## src/rtl/core/cpmdt_pkg.sv

```systemverilog
`default_nettype none
package cpmdt_pkg;

  localparam int unsigned SAMPLE_W     = 32;
  localparam int unsigned NORMAL_DEPTH = 61;
  localparam int unsigned FAST_DEPTH   = 6;
  localparam int unsigned SLOW_DEPTH   = 181;
  localparam int unsigned NORMAL_AW    = $clog2(NORMAL_DEPTH);
  localparam int unsigned FAST_AW      = $clog2(FAST_DEPTH);
  localparam int unsigned SLOW_AW      = $clog2(SLOW_DEPTH);

  // floor(x / 3) == (x * RECIP3) >> RECIP3_SHIFT for any 32-bit x
  localparam logic [SAMPLE_W-1:0] RECIP3       = 32'hAAAA_AAAB;
  localparam int unsigned         RECIP3_SHIFT = 33;

  localparam logic [SAMPLE_W-1:0] COEF_RESET = 32'd14302;

  localparam int unsigned DIV_STEPS = SAMPLE_W;
  localparam int unsigned DIV_CNT_W = $clog2(DIV_STEPS + 1);

  // window_mode codes
  localparam logic [1:0] MODE_NORMAL = 2'd0;
  localparam logic [1:0] MODE_FAST   = 2'd1;
  localparam logic [1:0] MODE_SLOW   = 2'd2;

  // opcodes
  localparam logic OP_PUSH  = 1'b0;
  localparam logic OP_CLEAR = 1'b1;

  // configuration register indexes
  localparam logic REG_WINDOW_MODE    = 1'b0;
  localparam logic REG_DEAD_TIME_COEF = 1'b1;

  typedef enum logic [2:0] {
    ST_IDLE,
    ST_DIFF,
    ST_SCALE,
    ST_RAW,
    ST_PROD,
    ST_CHECK,
    ST_DIVIDE,
    ST_DONE
  } state_t;

  typedef struct packed {
    logic busy;
    logic done;
  } div_stat_t;

endpackage
`default_nettype wire

```

## src/rtl/core/cpmdt_divider.sv

```systemverilog
`default_nettype none
module cpmdt_divider
  import cpmdt_pkg::*;
(
  input  wire logic                clk,
  input  wire logic                rst_n,
  input  wire logic                start,
  input  wire logic [SAMPLE_W-1:0] rem_init,
  input  wire logic [SAMPLE_W:0]   divisor,
  output div_stat_t                stat,
  output logic      [SAMPLE_W-1:0] quotient
);

  // Restoring divide of {rem_init, 32'b0} by divisor, one bit a cycle.
  // Caller guarantees rem_init < divisor, so the quotient fits 32 bits.
  logic [SAMPLE_W:0]    rem_r, rem_nxt;
  logic [SAMPLE_W:0]    den_r;
  logic [SAMPLE_W-1:0]  quo_r, quo_nxt;
  logic [DIV_CNT_W-1:0] cnt_r;
  logic                 busy_r, done_r;
  logic [SAMPLE_W+1:0]  shifted, trial;
  logic                 fits;

  always_comb begin
    shifted = {rem_r, 1'b0};
    trial   = shifted - {1'b0, den_r};
    fits    = shifted >= {1'b0, den_r};
    rem_nxt = fits ? trial[SAMPLE_W:0] : shifted[SAMPLE_W:0];
    quo_nxt = {quo_r[SAMPLE_W-2:0], fits};
  end

  always_ff @(posedge clk) begin
    if (!rst_n) begin
      busy_r <= 1'b0;
      done_r <= 1'b0;
      cnt_r  <= '0;
    end else begin
      done_r <= 1'b0;
      if (start) begin
        busy_r <= 1'b1;
        cnt_r  <= DIV_CNT_W'(DIV_STEPS);
      end else if (busy_r) begin
        cnt_r <= cnt_r - 1'b1;
        if (cnt_r == DIV_CNT_W'(1)) begin
          busy_r <= 1'b0;
          done_r <= 1'b1;
        end
      end
    end
  end

  always_ff @(posedge clk) begin
    if (start) begin
      rem_r <= {1'b0, rem_init};
      den_r <= divisor;
      quo_r <= '0;
    end else if (busy_r) begin
      rem_r <= rem_nxt;
      quo_r <= quo_nxt;
    end
  end

  assign stat.busy = busy_r;
  assign stat.done = done_r;
  assign quotient  = quo_r;

endmodule
`default_nettype wire

```

## config.mk

```make
export PLATFORM = sky130hd
export DESIGN_NAME = cpmdt_divider
export DESIGN_NICKNAME = d
export VERILOG_FILES = /design/src/rtl/core/cpmdt_pkg.sv /design/src/rtl/core/cpmdt_divider.sv
export SDC_FILE = /design/constraint.sdc
export NUM_CORES = 1
export LEC_CHECK = 0
export BUFFER_PORTS_ARGS = -buffer_cell sky130_fd_sc_hd__buf_2
export CAP_MARGIN = 20
export CORE_MARGIN = 2
export CORE_UTILIZATION = 57
export CTS_CLUSTER_SIZE = 40
export DETAILED_ROUTE_END_ITERATION = 8
export PLACE_DENSITY = 0.86
export REMOVE_ABC_BUFFERS = 1
export SLEW_MARGIN = 20
export SYNTH_ARGS = -nofsm -noshare
export SYNTH_HDL_FRONTEND = slang
export SYNTH_SLANG_ARGS = --single-unit
```

## constraint.sdc

```tcl
create_clock -name clk -period 4 [get_ports clk]
set_clock_uncertainty 0.05 [all_clocks]
set_input_delay 0.2 -clock clk [delete_from_list [all_inputs] [get_ports clk]]
set_output_delay 0.2 -clock clk [all_outputs]
set_load 0.02 [all_outputs]
```

-- Word-level counts from Yosys, hierarchy flattened
Cells that the tools add are included.
- input port bits: 68
- word-level logic and storage cells: 26
- bits in registers: 106
- add/subtract/negate cells: 2
- reductions and logical operators: 3
- muxes and demuxes: 9
- eq/ne operators: 1
- $lt $le $gt $ge: 1
- bitwise gates (word level): 2
- operator list (cell ; count):
    $mux 32 ; 2
    $ge 34x33->1 ; 1
    $mux 33 ; 1
    $sub 33x33->33 ; 1
    $mux 6 ; 2
    $eq 6x1->1 const B ; 1
    $sub 6x1->6 const B ; 1
    $mux 1 ; 4
    $reduce_or 3->1 ; 1
    $not 1->1 ; 2
    $reduce_bool 2->1 ; 1
    $reduce_or 2->1 ; 1

-- Longest topological paths before layout
- depth in word-level cells: 4
- gate-level depth with buffers: 14

-- Worst setup path after synthesis
No wires, ideal clock.
- path type: flip-flop to flip-flop
- start point: register rem_r[27]
- end point: register rem_r[19] (data pin)
- setup slack: 1214 ps
- cell stages (with the launch flop): 12
- arrival time: 2470 ps
- cell sequence: edfxtp_1 ha_1 o21ai_0 a21oi_1 o311a_1 or3_1 nor3_1 a21oi_1 buf_4 or3_1 o21ai_0 nor3_1
- word-level cells in the longest chain between the ends: 4
- ends and longest elaborated chain (element ; RTL line ; text):
    start: declaration ; cpmdt_divider.sv:16 ; logic [SAMPLE_W:0] rem_r, rem_nxt;
    start signal: assignment ; cpmdt_divider.sv:54 ; rem_r <= {1'b0, rem_init};
    start signal: assignment ; cpmdt_divider.sv:58 ; rem_r <= rem_nxt;
    $ge 34x33->1 ; cpmdt_divider.sv:27 ; fits = shifted >= {1'b0, den_r};
    $mux 33 ; cpmdt_divider.sv:28 ; rem_nxt = fits ? trial[SAMPLE_W:0] : shifted[SAMPLE_W:0];
    $mux 32 ; cpmdt_divider.sv:57 ; end else if (busy_r) begin
    $mux 32 ; cpmdt_divider.sv:53 ; if (start) begin
Every way passes these cells. The select of a mux whose other input is x is not followed.
A chain may end at the register's enable or synchronous reset.

-- Worst setup path in the final report
- start point: register rem_r[27]
- end point: register rem_r[13] (data pin)
Same word-level chain as after synthesis.

==> results.cfg <==
[clock_network]
cts.clk_slew.worst_paths_ps = 110
ctsRootBufferMaster = sky130_fd_sc_hd__clkbuf_8
cts_made_buffers = 9
buffers_inserted_during_post_cts_setup_optimization = 0
clk_sink_count = 106
cts_buffer_depth = 2
cts_htree_levels = 3
clock_tree_from_tritoncts = done
worst_skew_pair.late_latency_ps = 400

[placement]
cell_count_after_placement = 849
placement.io_buffers = 101
gpl.final_weighted_congestion = 0.9385
detailedPlace.worstSlack_ps = 565.3
dp.final_hpwl_mm = 9.582

[synthesis]
yosys-top-cells-area = sky130_fd_sc_hd__edfxtp_1, sky130_fd_sc_hd__dfxtp_1, sky130_fd_sc_hd__ha_1
synthArstFlopShare = 0
edff_count_synth = 65
post_synth_instance_area_um2 = 6036
synth_most_common_cell = sky130_fd_sc_hd__nor2_1
seq_area_frac_synth = 0.4594
syn_avg_cell_area_um2 = 9.535
netlist_top_cells_count = sky130_fd_sc_hd__nor2_1, sky130_fd_sc_hd__edfxtp_1, sky130_fd_sc_hd__nand2_1
yosysUniqueCellTypes = 59
synth.ff_latch_count = 106
yosys_most_used_dff = sky130_fd_sc_hd__edfxtp_1
yosys_warnings = 0
synth_top_cell_by_area = sky130_fd_sc_hd__edfxtp_1
yosys.area.top_type_share = 0.3234
synthesis.instances = 633

[global_routing]
first_global_vias = 4994
grtUsageTotal = 0.2500
routing_layer_with_the_top_usage_in_global_route = met2
grt-ovfl-total = 0
initial_antenna_violation_count = 0
global_route.usage.met1 = 0.3133
met3_usage = 0.07112
wire_length_of_the_first_global_routing_pass_mm = 22.76
grt_start_max_net_pins = 68
use_met2 = 0.4163

[finish]
final_net_count = 862
fraction_of_layout_instances_using_a_drive_strength_above_1 = 0.1743
post_layout_nonfiller_instances = 899
postLayoutCoreUtil = 0.6922
syn_to_final_growth_pct = 18.39
antennaDiodeCount = 0

[setup_path]
worstSetupPathType = register to register
cp_num_buf_inv = 1
worst_path_cell_with_the_longest_stage_delay = sky130_fd_sc_hd__a21o_1
critPathLaunchType = register
critPathCaptureType = register
timing.critical_path.cells = ha_1 -> o21ai_0 -> a21oi_1 -> o311a_1 -> or3_1 -> nor3_1 -> a21o_1 -> buf_4 -> o31ai_1 -> mux2_2
worst_ep_arrival_time_ps = 3550
timing.critical_path.max_delay_family = compound AO/OA/AOI/OAI gates
crit_required_ps = 4100
crit_path_max_incr_delay_ps = 460
critical_path_peak_fanout = 18

[pwr]
power_frac_seq = 0.392
power.clock.fraction = 0.182
power.combinational.fraction = 0.426
p_int_w = 0.002185
netSwitchingFraction = 0.3835
leakagePower_nw = 3.153
power_switching_w = 0.001360
vdd.ir_drop.worst_uv = 426.9
cellPowerDensity_nw_per_um2 = 496.1

[detailed_routing]
vias_per_cell = 5.644
detail_route.iter0.violations = 389
postRouteWirelength_mm = 13.86
wl_per_cell_um = 15.41
detail_route.drc_violations = 0
drt_pass1_iterations = 7
vias = 5074
route.antenna.remaining_nets = 0

[outcome]
status = complete, no violations

[floorplan]
die_height_um = 106.9
die_area_um2 = 11430
row_count = 37
floorplan.io_pins = 102
start_util = 0.5847
core_region_area_um2 = 10320
chipWidth_um = 106.9

[timing]
setup_violations = 0
final.setup.tns_ps = 0
fin_crit_ps = 3448
finalHoldViolCount = 0
grt_setup_unrepaired = false
period_share = 0.8619
layout_setup_ws_ps = 552.2
maxSlewViolCount = 0
maxSlewHeadroom = 0.5447
fmaxAchievable_mhz = 290.0
worst-slew-pin-transition_ps = 683.0

[min_path]
hold_class = input port to register

[flow_run]
maxCapViolations = 0
logic make-up (layout without fill, tap and decap cells):
group / after synthesis / in the layout / synth area share
xor gates and xnor gates: 27 / 27 / 0.03918
adders and majority gates: 36 / 36 / 0.07587
DFF: 106 / 106 / 0.4594
AOI/OAI and AO/OA: 154 / 154 / 0.1609
buffers and inverters: 73 / 203 / 0.05348
and+or+nand+nor: 199 / 199 / 0.1480
muxes: 38 / 38 / 0.06323
repair_timing:
| action | in CTS | in global routing |
|---|---|---|
| endpoints found under the setup margin | 0 | 0 |
| resized for setup | 0 | 0 |
| endpoints found under the hold margin | 34 | 0 |
| hold buffers | 34 | 0 |
cells in the final DEF (no fill, tap or decap), types with 10 or more instances in the layout:
cell type,n
sky130_fd_sc_hd__xnor2_1,16
sky130_fd_sc_hd__edfxtp_1,65
sky130_fd_sc_hd__a21oi_1,55
sky130_fd_sc_hd__mux2i_1,37
sky130_fd_sc_hd__o21ai_0,32
sky130_fd_sc_hd__xor2_1,11
sky130_fd_sc_hd__buf_2,100
sky130_fd_sc_hd__nor3_1,16
sky130_fd_sc_hd__dlygate4sd3_1,34
sky130_fd_sc_hd__dfxtp_1,40
sky130_fd_sc_hd__ha_1,35
sky130_fd_sc_hd__nor2_1,75
sky130_fd_sc_hd__buf_4,10
sky130_fd_sc_hd__inv_1,42
sky130_fd_sc_hd__nand2_1,57
sky130_fd_sc_hd__a21o_1,14
state kept, by name, indices dropped and copies added (netlist names):
register  flops
busy_r        1
cnt_r         6
den_r        33
done_r        1
quotient     32
rem_r        33
stage by stage:
stage	total power (W)	cell area [um^2]	hold slack, ps
6_report	0.003545	7146	24.86
5_1_grt	0.003771	7146	17.97
4_1_cts	0.003536	7146	10.16
3_5_place_dp	0.002862	6621	328.1
3_3_place_gp	0.002801	6621	326.5
2_1_floorplan	0.002487	5874	222.4
layout make-up:
| type | count | area [um^2] |
|---|---|---|
| Multi-Input combinational cell | 454 | 2940 |
| Tap cell | 136 | 170.2 |
| Clock inverter | 7 | 60.06 |
| Fill cell | 770 | 3178 |
| Clock buffer | 9 | 123.9 |
| Timing Repair Buffer | 144 | 915.9 |
| Sequential cell | 106 | 2774 |
| Inverter | 43 | 161.4 |
power by group through the flow:
stage                     sequential [W]  clock, W  combinational [W]
after global routing             0.00140  0.000691            0.00168
after floorplan                  0.00140         0            0.00108
after detailed placement         0.00141         0            0.00145
after CTS                        0.00139  0.000659            0.00149
final                            0.00139  0.000645            0.00151
after global placement           0.00141         0            0.00139
worst register-to-register path, delay by kind of cell (launching register included):
family / cells / cell delay [ps]
and+or+nand+nor: 2 / 590
DFF: 1 / 410
buffers and inverters: 1 / 310
AOI/OAI and AO/OA: 5 / 1200
muxes: 1 / 270
adders and majority gates: 1 / 390
path summary, 6_finish.rpt:
check,slack (ps),from,endpoint,cells after the start
worst min-delay path,20,rem_init[7],rem_r[7]$_DFFE_PP_,2
worst max-delay path,550,rem_r[27]$_DFFE_PP_,rem_r[13]$_DFFE_PP_,10
worst min register to register,460,cnt_r[1]$_SDFFE_PP0P_,cnt_r[1]$_SDFFE_PP0P_,2
worst max register to register,550,rem_r[27]$_DFFE_PP_,rem_r[13]$_DFFE_PP_,10
per-layer routing:
metal / up-vias / routed length (um)
li1: 2507 / -
met1: 2366 / 6017
met2: 176 / 6631
met3: 25 / 902
met4: 0 / 306
met5: - / 0
(Power assumes the default switching activity.)
