[src/rtl/core/cpmdt_pkg.sv]
`default_nettype none
package cpmdt_pkg;

  localparam int unsigned SAMPLE_W     = 32;
  localparam int unsigned NORMAL_DEPTH = 61;
  localparam int unsigned FAST_DEPTH   = 6;
  localparam int unsigned SLOW_DEPTH   = 181;
  localparam int unsigned NORMAL_AW    = $clog2(NORMAL_DEPTH);
  localparam int unsigned FAST_AW      = $clog2(FAST_DEPTH);
  localparam int unsigned SLOW_AW      = $clog2(SLOW_DEPTH);

  // floor(x / 3) == (x * RECIP3) >> RECIP3_SHIFT for any 32-bit x
  localparam logic [SAMPLE_W-1:0] RECIP3       = 32'hAAAA_AAAB;
  localparam int unsigned         RECIP3_SHIFT = 33;

  localparam logic [SAMPLE_W-1:0] COEF_RESET = 32'd14302;

  localparam int unsigned DIV_STEPS = SAMPLE_W;
  localparam int unsigned DIV_CNT_W = $clog2(DIV_STEPS + 1);

  // window_mode codes
  localparam logic [1:0] MODE_NORMAL = 2'd0;
  localparam logic [1:0] MODE_FAST   = 2'd1;
  localparam logic [1:0] MODE_SLOW   = 2'd2;

  // opcodes
  localparam logic OP_PUSH  = 1'b0;
  localparam logic OP_CLEAR = 1'b1;

  // configuration register indexes
  localparam logic REG_WINDOW_MODE    = 1'b0;
  localparam logic REG_DEAD_TIME_COEF = 1'b1;

  typedef enum logic [2:0] {
    ST_IDLE,
    ST_DIFF,
    ST_SCALE,
    ST_RAW,
    ST_PROD,
    ST_CHECK,
    ST_DIVIDE,
    ST_DONE
  } state_t;

  typedef struct packed {
    logic busy;
    logic done;
  } div_stat_t;

endpackage
`default_nettype wire

[src/rtl/core/cpmdt_ring_ram.sv]
`default_nettype none
module cpmdt_ring_ram
  import cpmdt_pkg::*;
#(
  parameter int unsigned DEPTH = 2,
  localparam int unsigned AW = $clog2(DEPTH)
) (
  input  wire logic                clk,
  input  wire logic                rst_n,
  input  wire logic                clr,
  input  wire logic                wr_en,
  input  wire logic [AW-1:0]       wr_addr,
  input  wire logic [SAMPLE_W-1:0] wr_data,
  input  wire logic                rd_en,
  input  wire logic [AW-1:0]       rd_addr,
  output logic      [SAMPLE_W-1:0] rd_data
);

  logic [SAMPLE_W-1:0] mem [DEPTH];
  logic [DEPTH-1:0]    valid_r;
  logic [SAMPLE_W-1:0] rd_data_r;
  logic                rd_vld_r;

  always_ff @(posedge clk) begin
    if (wr_en) begin
      mem[wr_addr] <= wr_data;
    end
    if (rd_en) begin
      rd_data_r <= mem[rd_addr];
    end
  end

  // entries never written since reset or clear read as zero
  always_ff @(posedge clk) begin
    if (!rst_n) begin
      valid_r  <= '0;
      rd_vld_r <= 1'b0;
    end else begin
      if (clr) begin
        valid_r <= '0;
      end else if (wr_en) begin
        valid_r[wr_addr] <= 1'b1;
      end
      if (rd_en) begin
        rd_vld_r <= valid_r[rd_addr];
      end
    end
  end

  assign rd_data = rd_vld_r ? rd_data_r : '0;

endmodule
`default_nettype wire

[config.mk]
export PLATFORM = sky130hd
export DESIGN_NAME = cpmdt_ring_ram
export DESIGN_NICKNAME = d
export VERILOG_FILES = /design/src/rtl/core/cpmdt_pkg.sv /design/src/rtl/core/cpmdt_ring_ram.sv
export SDC_FILE = /design/constraint.sdc
export NUM_CORES = 1
export LEC_CHECK = 0
export BUFFER_PORTS_ARGS = -buffer_cell sky130_fd_sc_hd__buf_2
export CAP_MARGIN = 20
export CORE_AREA = 2 2 82 84
export CTS_BUF_LIST = sky130_fd_sc_hd__clkbuf_8
export DETAILED_ROUTE_END_ITERATION = 16
export DIE_AREA = 0 0 84 86
export MAX_ROUTING_LAYER = met4
export PLACE_DENSITY = 0.87
export SYNTH_ARGS = -nofsm -noshare
export SYNTH_HDL_FRONTEND = slang
export SYNTH_SLANG_ARGS = --single-unit
[constraint.sdc]
create_clock -name clk -period 3.6 [get_ports clk]
set_input_delay 0.36 -clock clk [delete_from_list [all_inputs] [get_ports clk]]
set_output_delay 0.36 -clock clk [all_outputs]
set_load 0.02 [all_outputs]
==> Word-level counts from Yosys, hierarchy flattened <==
Memory sizes are Yosys's and may differ from the RTL's. A register that Yosys moved wholly into a read port is not among the register bits.
Cells that the tools add are included.
{ "word_totals": {"regBits": 3, "mem_bits_rw": 64, "word_cells": 17, "n_memories": 1} }
{ "memory_table": {"columns": ["name", "depth", "width", "read_ports", "rd_ports_with_merged_regs", "write_ports", "line", "source"], "rows": [
  ["mem", 2, 32, 1, 1, 1, "cpmdt_ring_ram.sv:19", "logic [SAMPLE_W-1:0] mem [DEPTH];"]
]} }
{ "op_classes": {"order_cmp": 3, "muxes": 7, "bitwise": 2, "reduce_logical": 2} }
{ "ops": {"columns": ["cell", "count"], "rows": [
  ["$mux 32", 1],
  ["$mux 1", 5],
  ["$lt 1x2->1 const B", 2],
  ["$or 2x2->2", 1],
  ["$reduce_or 2->1", 1],
  ["$demux 1 s1", 1],
  ["$ge 1x1->1 const B", 1],
  ["$logic_and 1x1->1", 1],
  ["$not 1->1", 1]
]} }

==> Longest topological paths before layout <==
Gate-level depths: netlist (run 1).
{ "logic_depth": {"word_depth": 5, "depth_mapped": 4, "ltp_nobuf": 2} }

==> Least setup slack after synthesis (run 1) <==
OpenSTA, ideal clock, no wires.
{ "synth_timing": {"path_kind": "input to register", "start": "in wr_addr", "end": "mem mem[0][0], enable pin", "t_arrival_ps": 1845, "required_time_ps": 3173, "slack_ps": 1328, "stages": 1, "path_buffers": 0, "path_cell_list": "nor2b_1"} }
{ "synth_rtl": {"columns": ["element", "line", "source"], "rows": [
  ["from (decl)", "cpmdt_ring_ram.sv:12", "input wire logic [AW-1:0] wr_addr,"],
  ["to (decl)", "cpmdt_ring_ram.sv:19", null]
]} }
No word-level cell before the write port.

==> Worst setup path in the final report (run 1) <==
{ "layout_timing": {"start": "reg rd_vld_r", "end": "out rd_data[7]"} }
{ "layout_via": {"elab_chain_cells": 1} }
{ "layout_rtl": {"columns": ["element", "line", "source"], "rows": [
  ["from (decl)", "cpmdt_ring_ram.sv:22", "logic rd_vld_r;"],
  ["from (signal assigned)", "cpmdt_ring_ram.sv:45", "rd_vld_r <= valid_r[rd_addr];"],
  ["$mux 32", "cpmdt_ring_ram.sv:50", "assign rd_data = rd_vld_r ? rd_data_r : '0;"],
  ["to (decl)", "cpmdt_ring_ram.sv:16", "output logic [SAMPLE_W-1:0] rd_data"]
]} }
No other way between the ends.

==> summary.txt, run 1 <==
Placement
  – Placed inst area: 4130 um^2
  – Setup slack after placement: 1.76 ns
  – Hpwl dp: 3360 um
  – Gpl congestion: 0.647
  – Port bufs: 70

Setup path
  – Cell chain of the critical path: and2_1 > buf_2
  – Max FO, Critical Path: 33
  – Required @ worst endpoint: 3.24 ns
  – Critical-path top delay cell: dfxtp_1
  – CP delay by family, top: flip-flops
  – Element type at the critical path end: output pin
  – Worst path buffer plus inverter count: 1
  – Crit Path Category: register to output pin
  – Worst setup SP type: register
  – CP max stage delay: 0.89 ns
  – Worst EP arrival: 1.66 ns

Yosys
  – Yosys top cell by area: edfxtp_1
  – Register area share after synthesis: 78.8%
  – Syn avg cell area: 20.9 um^2
  – Largest cells by area after synthesis: edfxtp_1, mux2_4, and2_1
  – Post-Syn Instances: 179
  – Yosys Warn Count: 0
  – Yosys cell types: 15
  – Net Count, Synth: 218
  – Synth top area share: 77.2%
  – Post-synthesis register bit count: 99
  – Synth Cell Area: 3730 um^2

Layout
  – NumNets Final: 293
  – Fill cells: 441
  – Commonest non-fill, non-tap cell in the layout: edfxtp_1
  – Design area: 4340 um^2
  – Final Util: 69.1%
  – N_diodes: 0
  – Layout cells sized above 1: 45.6%
  – Synth-to-layout area growth: 16.2%
  – Commonest non-fill, non-tap cells in the layout: edfxtp_1, buf_2, and2_1

Power
  – Leakage: 1.74 nW
  – PD cells: 519 nW/um^2
  – Max rail drop VDD: 341 uV

Floorplanning
  – Starting Density: 59.5%
  – Horiz. Die Dim: 84 um
  – FP Rows: 29
  – Die Ht: 86 um
  – Core Area: 6280 um^2
  – I/O pin count: 71
  – Die Footprint: 7220 um^2

Detailed routing
  – TritonRoute pass-1 iters: 4
  – Detailed-route DRC error count: 0
  – Routed Antenna Nets: 0
  – Starting DRT DRC Count: 115
  – Via/cell ratio: 5.10
  – Via count: 1713
  – Avg WL per Cell: 15.2 um
  – Final WL: 5100 um

Global routing
  – Global-route wire length before repair: 8080 um
  – Busiest grt layer: met2
  – Antenna violations before repair: 0
  – Gr usage total: 15.9%
  – Vias in the first global route: 1768
  – Remaining Overflow, GRT: 0
  – Largest net degree at the start of global routing: 35
  – Met2 Track Usage GR: 27.9%
  – GRT met1 Usage: 16.7%
  – Met3 usage in global routing: 3.27%

Hold path
  – Hold/Removal Path Class: input pin to register

Clock network
  – CTS clk-pin slew, worst paths: 0.08 ns
  – CTS tree: done
  – CTS resizes: 0
  – Number of setup buffers added after CTS: 0
  – CTS H-tree depth: 3
  – Clk root buf: clkbuf_8
  – CTS sink cnt: 99
  – CTS Buf Count: 9
  – # hold bufs at CTS: 0
  – CTS Buffer Depth: 2
  – Worst skew pair latency: 0.35 ns

STA
  – Fin crit period: 2.02 ns
  – Worst-margin pin slew: 1.04 ns
  – Fmax: 495 MHz
  – Setup TNS: 0 ns
  – Period utilization: 56.1%
  – Slew headroom: 31.0%
  – Clock Skews: 0.00754 ns
  – Post-route setup slack: 1.58 ns
  – RSZ-0062 raised after global routing: no
  – Count of final max-slew check failures: 0
  – Final Hold Viols: 0
  – Setup Viol. Count Final: 0

Status
  – Status: finished clean

Run
  – Max-cap violation count: 0
[layout make-up]
cell class,count,area [um^2],area share (%)
Sequential cell,99,2940,67.8
Multi-Input combinational cell,73,734,16.9
Timing Repair Buffer,71,358,8.25
Clock buffer,9,124,2.85
Tap cell,77,96.3,2.22
Clock inverter,7,83.8,1.93
[synth_stat cells]
cell and instances:
mux2i_1 1, nor2b_1 1, buf_6 3, a21oi_1 2, buf_12 1, o21ba_2 1
nand2b_1 1, mux2_4 29, nor2_1 1, o21ai_0 1, edfxtp_1 96, clkbuf_1 3
and2_1 33, mux2_2 3, dfxtp_1 3
[registers in the layout, indices dropped and copies added, names as in the netlist]
register and flops:
valid_r 2, rd_data_r 32, rd_vld_r 1, mem 64
[cell families after synthesis]
| family | after synthesis | share of synthesized area, % |
|---|---|---|
| DFF | 99 | 78.8 |
| and+or+nand+nor | 36 | 5.96 |
| muxes | 33 | 12.8 |
| buffers and inverters | 7 | 1.74 |
| AOI/OAI and AO/OA | 4 | 0.670 |
[per-stage QoR]
| step | cells | total power, mW | hold slack (ns) |
|---|---|---|---|
| after floorplan | 179 | 1.50 | 0.437 |
| after global placement | 320 | 1.55 | 0.453 |
| after detailed placement | 320 | 1.56 | 0.464 |
| after CTS | 336 | 2.28 | 0.177 |
| after global routing | 336 | 2.33 | 0.181 |
| final | 336 | 2.25 | 0.193 |
[where the power goes]
| part | switching (mW) | internal (mW) | leakage, nW |
|---|---|---|---|
| Combinational | 0.0762 | 0.0809 | 0.694 |
| Clock | 0.334 | 0.383 | 0.105 |
| Sequential | 0.0229 | 1.35 | 0.938 |
[worst paths after layout]
| check | start | to | slack (ns) | cells after the start |
|---|---|---|---|---|
| max | rd_vld_r | rd_data[7] | 1.58 | 2 |
| min | wr_data[0] | mem[1][0] | 0.19 | 1 |
| max reg2reg | rd_vld_r | rd_vld_r | 2.30 | 2 |
| min reg2reg | valid_r[1] | valid_r[1] | 0.49 | 2 |
[metal layers]
metal | vias up | part of all wire [%]
met1 | 824 | 38
met5 | - | 0
met3 | 6 | 6.4
met2 | 62 | 54
li1 | 821 | -
met4 | 0 | 1.1
Note: power is estimated with default switching activity, not from simulation.
==> run 2: changes to the inputs <==
Settings changed: ABC_AREA from default to 1, CORE_AREA 2 2 82 84 to 2 2 85 87, DIE_AREA 0 0 84 86 to 0 0 87 89, PLACE_DENSITY 0.87 to 0.83.
Clock period 3.6 ns to 2.1 ns, I/O delays scaled along.
==> summary.txt, run 2 <==
Global routing
  – Gr usage total: 18.5% (was 15.9%)
  – Antenna violations before repair: 0 (unchanged)
  – Remaining Overflow, GRT: 0 (unchanged)
  – Vias in the first global route: 2106 (was 1768)
  – Largest net degree at the start of global routing: 35 (unchanged)
  – Global-route wire length before repair: 9880 um (was 8080 um)

STA
  – WHS: 0.0331 ns (was 0.193 ns)
  – Clock Skews: 0.00588 ns (was 0.00754 ns)
  – Count of final max-slew check failures: 0 (unchanged)
  – Worst-margin pin slew: 0.783 ns (was 1.04 ns)
  – Setup Viol. Count Final: 0 (unchanged)
  – Slew headroom: 47.8% (was 31.0%)
  – RSZ-0062 raised after global routing: no (unchanged)
  – Post-route setup slack: 0.641 ns (was 1.58 ns)
  – Final Hold Viols: 0 (unchanged)
  – Setup TNS: 0 ns (unchanged)
  – Fmax: 685 MHz
  – Fin crit period: 1.46 ns
  – Period utilization: 69.5%

Clock network
  – Number of setup buffers added after CTS: 0 (unchanged)
  – CTS Buffer Depth: 2 (unchanged)
  – # hold bufs at CTS: 0 (unchanged)
  – Worst skew pair latency: 0.36 ns (was 0.35 ns)
  – CTS tree: done (unchanged)
  – CTS Buf Count: 9 (unchanged)
  – CTS H-tree depth: 3 (unchanged)
  – CTS clk-pin slew, worst paths: 0.09 ns (was 0.08 ns)
  – CTS sink cnt: 99 (unchanged)
  – CTS resizes: 0 (unchanged)
  – Clk root buf: clkbuf_8 (unchanged)

Yosys
  – Net Count, Synth: 328 (was 218)
  – Register area share after synthesis: 77.8% (was 78.8%)
  – Syn avg cell area: 13.1 um^2 (was 20.9 um^2)
  – Post-synthesis register bit count: 99 (unchanged)
  – Post-Syn Instances: 289 (was 179)
  – Number of enable flip-flop cells after synthesis: 96 (unchanged)
  – Asr flop ratio synth: 0% (unchanged)
  – Yosys cell types: 14 (was 15)
  – Largest cells by area after synthesis: edfxtp_1, nand2_1, inv_1 (was edfxtp_1, mux2_4, and2_1)
  – Top post-synthesis cells by count: nand2_1, edfxtp_1, inv_1 (was edfxtp_1, and2_1, mux2_4)
  – Yosys top cell by area: edfxtp_1 (unchanged)
  – Top-count cell post-synth: nand2_1 (was edfxtp_1)
  – Synth top area share: 76.2% (was 77.2%)
  – Synth Cell Area: 3780 um^2 (was 3730 um^2)
  – Main flop type after synthesis: edfxtp_1 (unchanged)
  – Yosys Warn Count: 0 (unchanged)

Placement
  – Placed inst area: 4150 um^2 (was 4130 um^2)
  – Setup slack after placement: 0.866 ns (was 1.76 ns)
  – Placed Cells: 434 (was 320)
  – Hpwl dp: 3890 um (was 3360 um)
  – Port bufs: 70 (unchanged)
  – Gpl congestion: 0.774 (was 0.647)

Setup path
  – Reg2reg start: rd_vld_r (unchanged)
  – Worst setup SP type: register (unchanged)
  – Worst EP arrival: 1.25 ns (was 1.66 ns)
  – Max FO, Critical Path: 20 (was 33)
  – Required @ worst endpoint: 1.89 ns (was 3.24 ns)
  – R2R cell count: 5 (was 2)
  – Worst R2R End: rd_vld_r (unchanged)
  – R2R setup slack: 1.19 ns (was 2.30 ns)
  – Crit Path Category: register to output pin (unchanged)
  – Element type at the critical path end: output pin (unchanged)

Layout
  – Design area: 4440 um^2 (was 4340 um^2)
  – NumNets Final: 404 (was 293)
  – Non-filler cells in the finished layout: 450 (was 336)
  – Top flop regs: mem (64), rd_data_r (32), valid_r (2) (unchanged)
  – Commonest non-fill, non-tap cells in the layout: nand2_1, edfxtp_1, buf_2 (was edfxtp_1, buf_2, and2_1)
  – Max FFs per register: 64 (unchanged)
  – Top reg by flops: mem (unchanged)
  – N_diodes: 0 (unchanged)
  – Final Util: 66.1% (was 69.1%)
  – Commonest non-fill, non-tap cell in the layout: nand2_1 (was edfxtp_1)
  – Synth-to-layout area growth: 17.5% (was 16.2%)
  – Layout cells sized above 1: 28.6% (was 45.6%)

Run
  – Max-cap violation count: 0 (unchanged)

Power
  – Max rail drop VDD: 641 uV (was 341 uV)
  – Leakage: 2.12 nW (was 1.74 nW)
  – Total power: 4.27 mW (was 2.25 mW)
  – PD cells: 962 nW/um^2 (was 519 nW/um^2)

Floorplanning
  – Horiz. Die Dim: 87 um (was 84 um)
  – Die Ht: 89 um (was 86 um)
  – Core Area: 6720 um^2 (was 6280 um^2)
  – I/O pin count: 71 (unchanged)
  – Die Footprint: 7740 um^2 (was 7220 um^2)
  – Starting Density: 56.3% (was 59.5%)
  – FP Rows: 30 (was 29)

Detailed routing
  – TritonRoute pass-1 iters: 4 (unchanged)
  – Starting DRT DRC Count: 208 (was 115)
  – Via/cell ratio: 4.72 (was 5.10)
  – Detailed-route DRC error count: 0 (unchanged)
  – Final WL: 6110 um (was 5100 um)
  – Via count: 2124 (was 1713)
  – Routed Antenna Nets: 0 (unchanged)
  – Avg WL per Cell: 13.6 um (was 15.2 um)

Hold path
  – WHS Path Cells: 1 (unchanged)
  – Hold EP: mem[1][23] (was mem[1][0])
  – Hold/Removal Path Class: input pin to register (unchanged)
  – Min-Delay Startpoint: wr_data[23] (was wr_data[0])

Status
  – Status: finished clean (unchanged)
[run 2: layout make-up]
type / count / area (um^2)
inverters: 38 / 150
clock buffers: 9 / 124
well taps: 80 / 100
multi-input cells: 141 / 566
clock inverters: 7 / 164
fillers: 470 / 2280
repair buffers: 76 / 395
flip-flops and latches: 99 / 2940
[run 2: worst max-delay path: stages (launching register included)]
cell and delay [ns]:
dfxtp_1 0.34, buf_4 0.23, nand2_1 0.10, inv_1 0.06
buf_2 0.15
[run 2: power breakdown]
group	switching, mW	internal (mW)	total [mW]
Clock	0.627	1.03	1.66
Sequential	0.0366	2.32	2.36
Combinational	0.174	0.0858	0.260
[run 2: routing by layer]
metal	vias to the layer above	part of all wire [%]	global-route usage, %
li1	1072	-	-
met1	981	40	20.1
met2	57	54	32.1
met3	14	4.0	3.79
met4	0	2.4	9.52
met5	-	0	-
[run 2: worst max-delay path by stage]
stage             start          end
5_1_grt        rd_vld_r  rd_data[11]
3_5_place_dp    wr_addr   mem[1][13]
3_3_place_gp    wr_addr   mem[1][15]
2_1_floorplan   wr_addr    mem[0][0]
6_report       rd_vld_r  rd_data[14]
4_1_cts        rd_vld_r  rd_data[14]
[run 2: cell families (layout without fill, tap and decap cells)]
logic type | after synthesis | after routing | synth area share [%]
flops | 99 | 99 | 77.8
simple gates | 141 | 141 | 15.0
buf+inv | 49 | 130 | 7.21
==> run 3: changes to the inputs <==
Settings changed: ABC_AREA 1 to 0, CORE_AREA 2 2 85 87 to 2 2 84 86, DIE_AREA 0 0 87 89 to 0 0 86 88, PLACE_DENSITY 0.83 to 0.84.
Clock period 2.1 ns to 1.5 ns, I/O delays scaled along.
==> summary.txt, run 3 (synthesis gave the netlist of run 1 again) <==
Status
  – Status: finished clean (unchanged)

Global routing
  – GRT met1 Usage: 19.3% (was 20.1%)
  – Busiest grt layer: met2 (unchanged)
  – Vias in the first global route: 1886 (was 2106)
  – Antenna violations before repair: 0 (unchanged)
  – Met2 Track Usage GR: 29.4% (was 32.1%)
  – Global-route wire length before repair: 8990 um (was 9880 um)
  – Remaining Overflow, GRT: 0 (unchanged)
  – Gr usage total: 17.2% (was 18.5%)
  – Largest net degree at the start of global routing: 35 (unchanged)
  – Met3 usage in global routing: 3.58% (was 3.79%)

STA
  – Slew headroom: 82.0% (was 47.8%)
  – Worst-margin pin slew: 0.271 ns (was 0.783 ns)
  – Clock Skews: 0.00788 ns (was 0.00588 ns)
  – Count of final max-slew check failures: 0 (unchanged)
  – Period utilization: 92.1%
  – Setup TNS: 0 ns (unchanged)
  – Setup Viol. Count Final: 0 (unchanged)
  – RSZ-0062 raised after global routing: no (unchanged)
  – Fin crit period: 1.38 ns
  – Post-route setup slack: 0.119 ns (was 0.641 ns)
  – WHS: 0.0500 ns (was 0.0331 ns)
  – Fmax: 724 MHz
  – Final Hold Viols: 0 (unchanged)

Floorplanning
  – FP Rows: 30 (unchanged)
  – Core Area: 6640 um^2 (was 6720 um^2)
  – Die Footprint: 7570 um^2 (was 7740 um^2)
  – Starting Density: 56.2% (was 56.3%)
  – Die Ht: 88 um (was 89 um)
  – Horiz. Die Dim: 86 um (was 87 um)
  – I/O pin count: 71 (unchanged)

Layout
  – Commonest non-fill, non-tap cell in the layout: edfxtp_1 (was nand2_1)
  – Synth-to-layout area growth: 27.4% (was 17.5%)
  – NumNets Final: 334 (was 404)
  – Max FFs per register: 64 (unchanged)
  – Commonest non-fill, non-tap cells in the layout: edfxtp_1, buf_2, and2_1, dlygate4sd3_1, mux2_4 (was nand2_1, edfxtp_1, buf_2)
  – Layout cells sized above 1: 43.0% (was 28.6%)
  – Fill cells: 420 (was 470)
  – Non-filler cells in the finished layout: 380 (was 450)
  – N_diodes: 0 (unchanged)
  – Design area: 4760 um^2 (was 4440 um^2)
  – Top reg by flops: mem (unchanged)
  – Final Util: 71.6% (was 66.1%)
  – Top flop regs: mem (64), rd_data_r (32), valid_r (2) (unchanged)

Setup path
  – Crit path launch: rd_vld_r (unchanged)
  – Worst EP arrival: 1.23 ns (was 1.25 ns)
  – Element type at the critical path end: output pin (unchanged)
  – Max FO, Critical Path: 10 (was 20)
  – Worst setup SP type: register (unchanged)
  – Required @ worst endpoint: 1.35 ns (was 1.89 ns)
  – Reg2reg start: mem[1][2] (was rd_vld_r)
  – Crit Path Category: register to output pin (unchanged)

Detailed routing
  – Avg WL per Cell: 16.1 um (was 13.6 um)
  – Starting DRT DRC Count: 134 (was 208)
  – Via/cell ratio: 4.95 (was 4.72)
  – Routed Antenna Nets: 0 (unchanged)
  – Detailed-route DRC error count: 0 (unchanged)
  – Final WL: 6100 um (was 6110 um)
  – TritonRoute pass-1 iters: 4 (unchanged)
  – Via count: 1880 (was 2124)

Placement
  – Hpwl dp: 3610 um (was 3890 um)
  – Placed inst area: 4230 um^2 (was 4150 um^2)
  – Port bufs: 70 (unchanged)
  – Placed Cells: 331 (was 434)
  – Gpl congestion: 0.677 (was 0.774)
  – Setup slack after placement: 0.398 ns (was 0.866 ns)

Power
  – PD cells: 1140 nW/um^2 (was 962 nW/um^2)
  – Leakage: 1.93 nW (was 2.12 nW)
  – Total power: 5.42 mW (was 4.27 mW)
  – Max rail drop VDD: 719 uV (was 641 uV)

Clock network
  – CTS sink cnt: 99 (unchanged)
  – CTS Buf Count: 9 (unchanged)
  – CTS clk-pin slew, worst paths: 0.09 ns (about the same)
  – CTS H-tree depth: 3 (unchanged)
  – Clk root buf: clkbuf_8 (unchanged)
  – CTS Buffer Depth: 2 (unchanged)
  – CTS tree: done (unchanged)
  – Worst skew pair latency: 0.35 ns (was 0.36 ns)

Hold path
  – Hold/Removal Path Class: input pin to register (unchanged)
  – Min-Delay Startpoint: rst_n (was wr_data[23])

Run
  – Max-cap violation count: 0 (unchanged)
-- run 3: cell types whose count changed in the layout (fill, tap and decap cells not counted), sizes merged, moves of 2 or more --
cell         delta
nand2         -133
inv            -36
and2           +33
dlygate4sd3    +32
mux2           +32
nor2            -5
bufinv          -4
buf             +3
a21oi           +2
clkinv          +2
-- run 3: worst max-delay path: stages, from the launching register on --
cell and delay [ns]:
dfxtp_2 0.37, clkbuf_4 0.21, and2_1 0.14, buf_2 0.16
-- run 3: what timing repair did --
item                                   in CTS  in global routing
gates resized for setup                     0                  3
endpoints found under the hold margin      64                  0
setup endpoints to repair                   0                 12
hold buffers                               32                  0
buffers inserted                            0                  0
-- run 3: report_power, final --
group / switching [mW] / internal (mW)
sequential: 0.0473 / 3.25
combinational: 0.219 / 0.273
clock: 0.861 / 0.766
total: 1.13 / 4.29
-- run 3: cell type report --
cell class                      instances  area, um^2  area share [%]
Timing Repair Buffer                  112         787            16.5
Clock inverter                          7        67.6            1.42
Multi-Input combinational cell         73         736            15.5
Sequential cell                        99        2940            61.9
Tap cell                               80         100            2.10
Clock buffer                            9         124            2.60
-- run 3: metal layers --
layer / part of all wire [%] / wire length [um]
met4: 2.0 / 124
met5: 0 / 0
met2: 51 / 3140
met1: 42 / 2580
met3: 4.2 / 258
-- run 3: path summary, 6_finish.rpt --
kind / depth (start not counted) / to / slack (ns)
setup / recovery: 3 / rd_data[9] / 0.12
setup reg to reg: 1 / rd_data_r[2] / 0.59
hold reg to reg: 2 / valid_r[1] / 0.48
hold / removal: 3 / rd_vld_r / 0.05
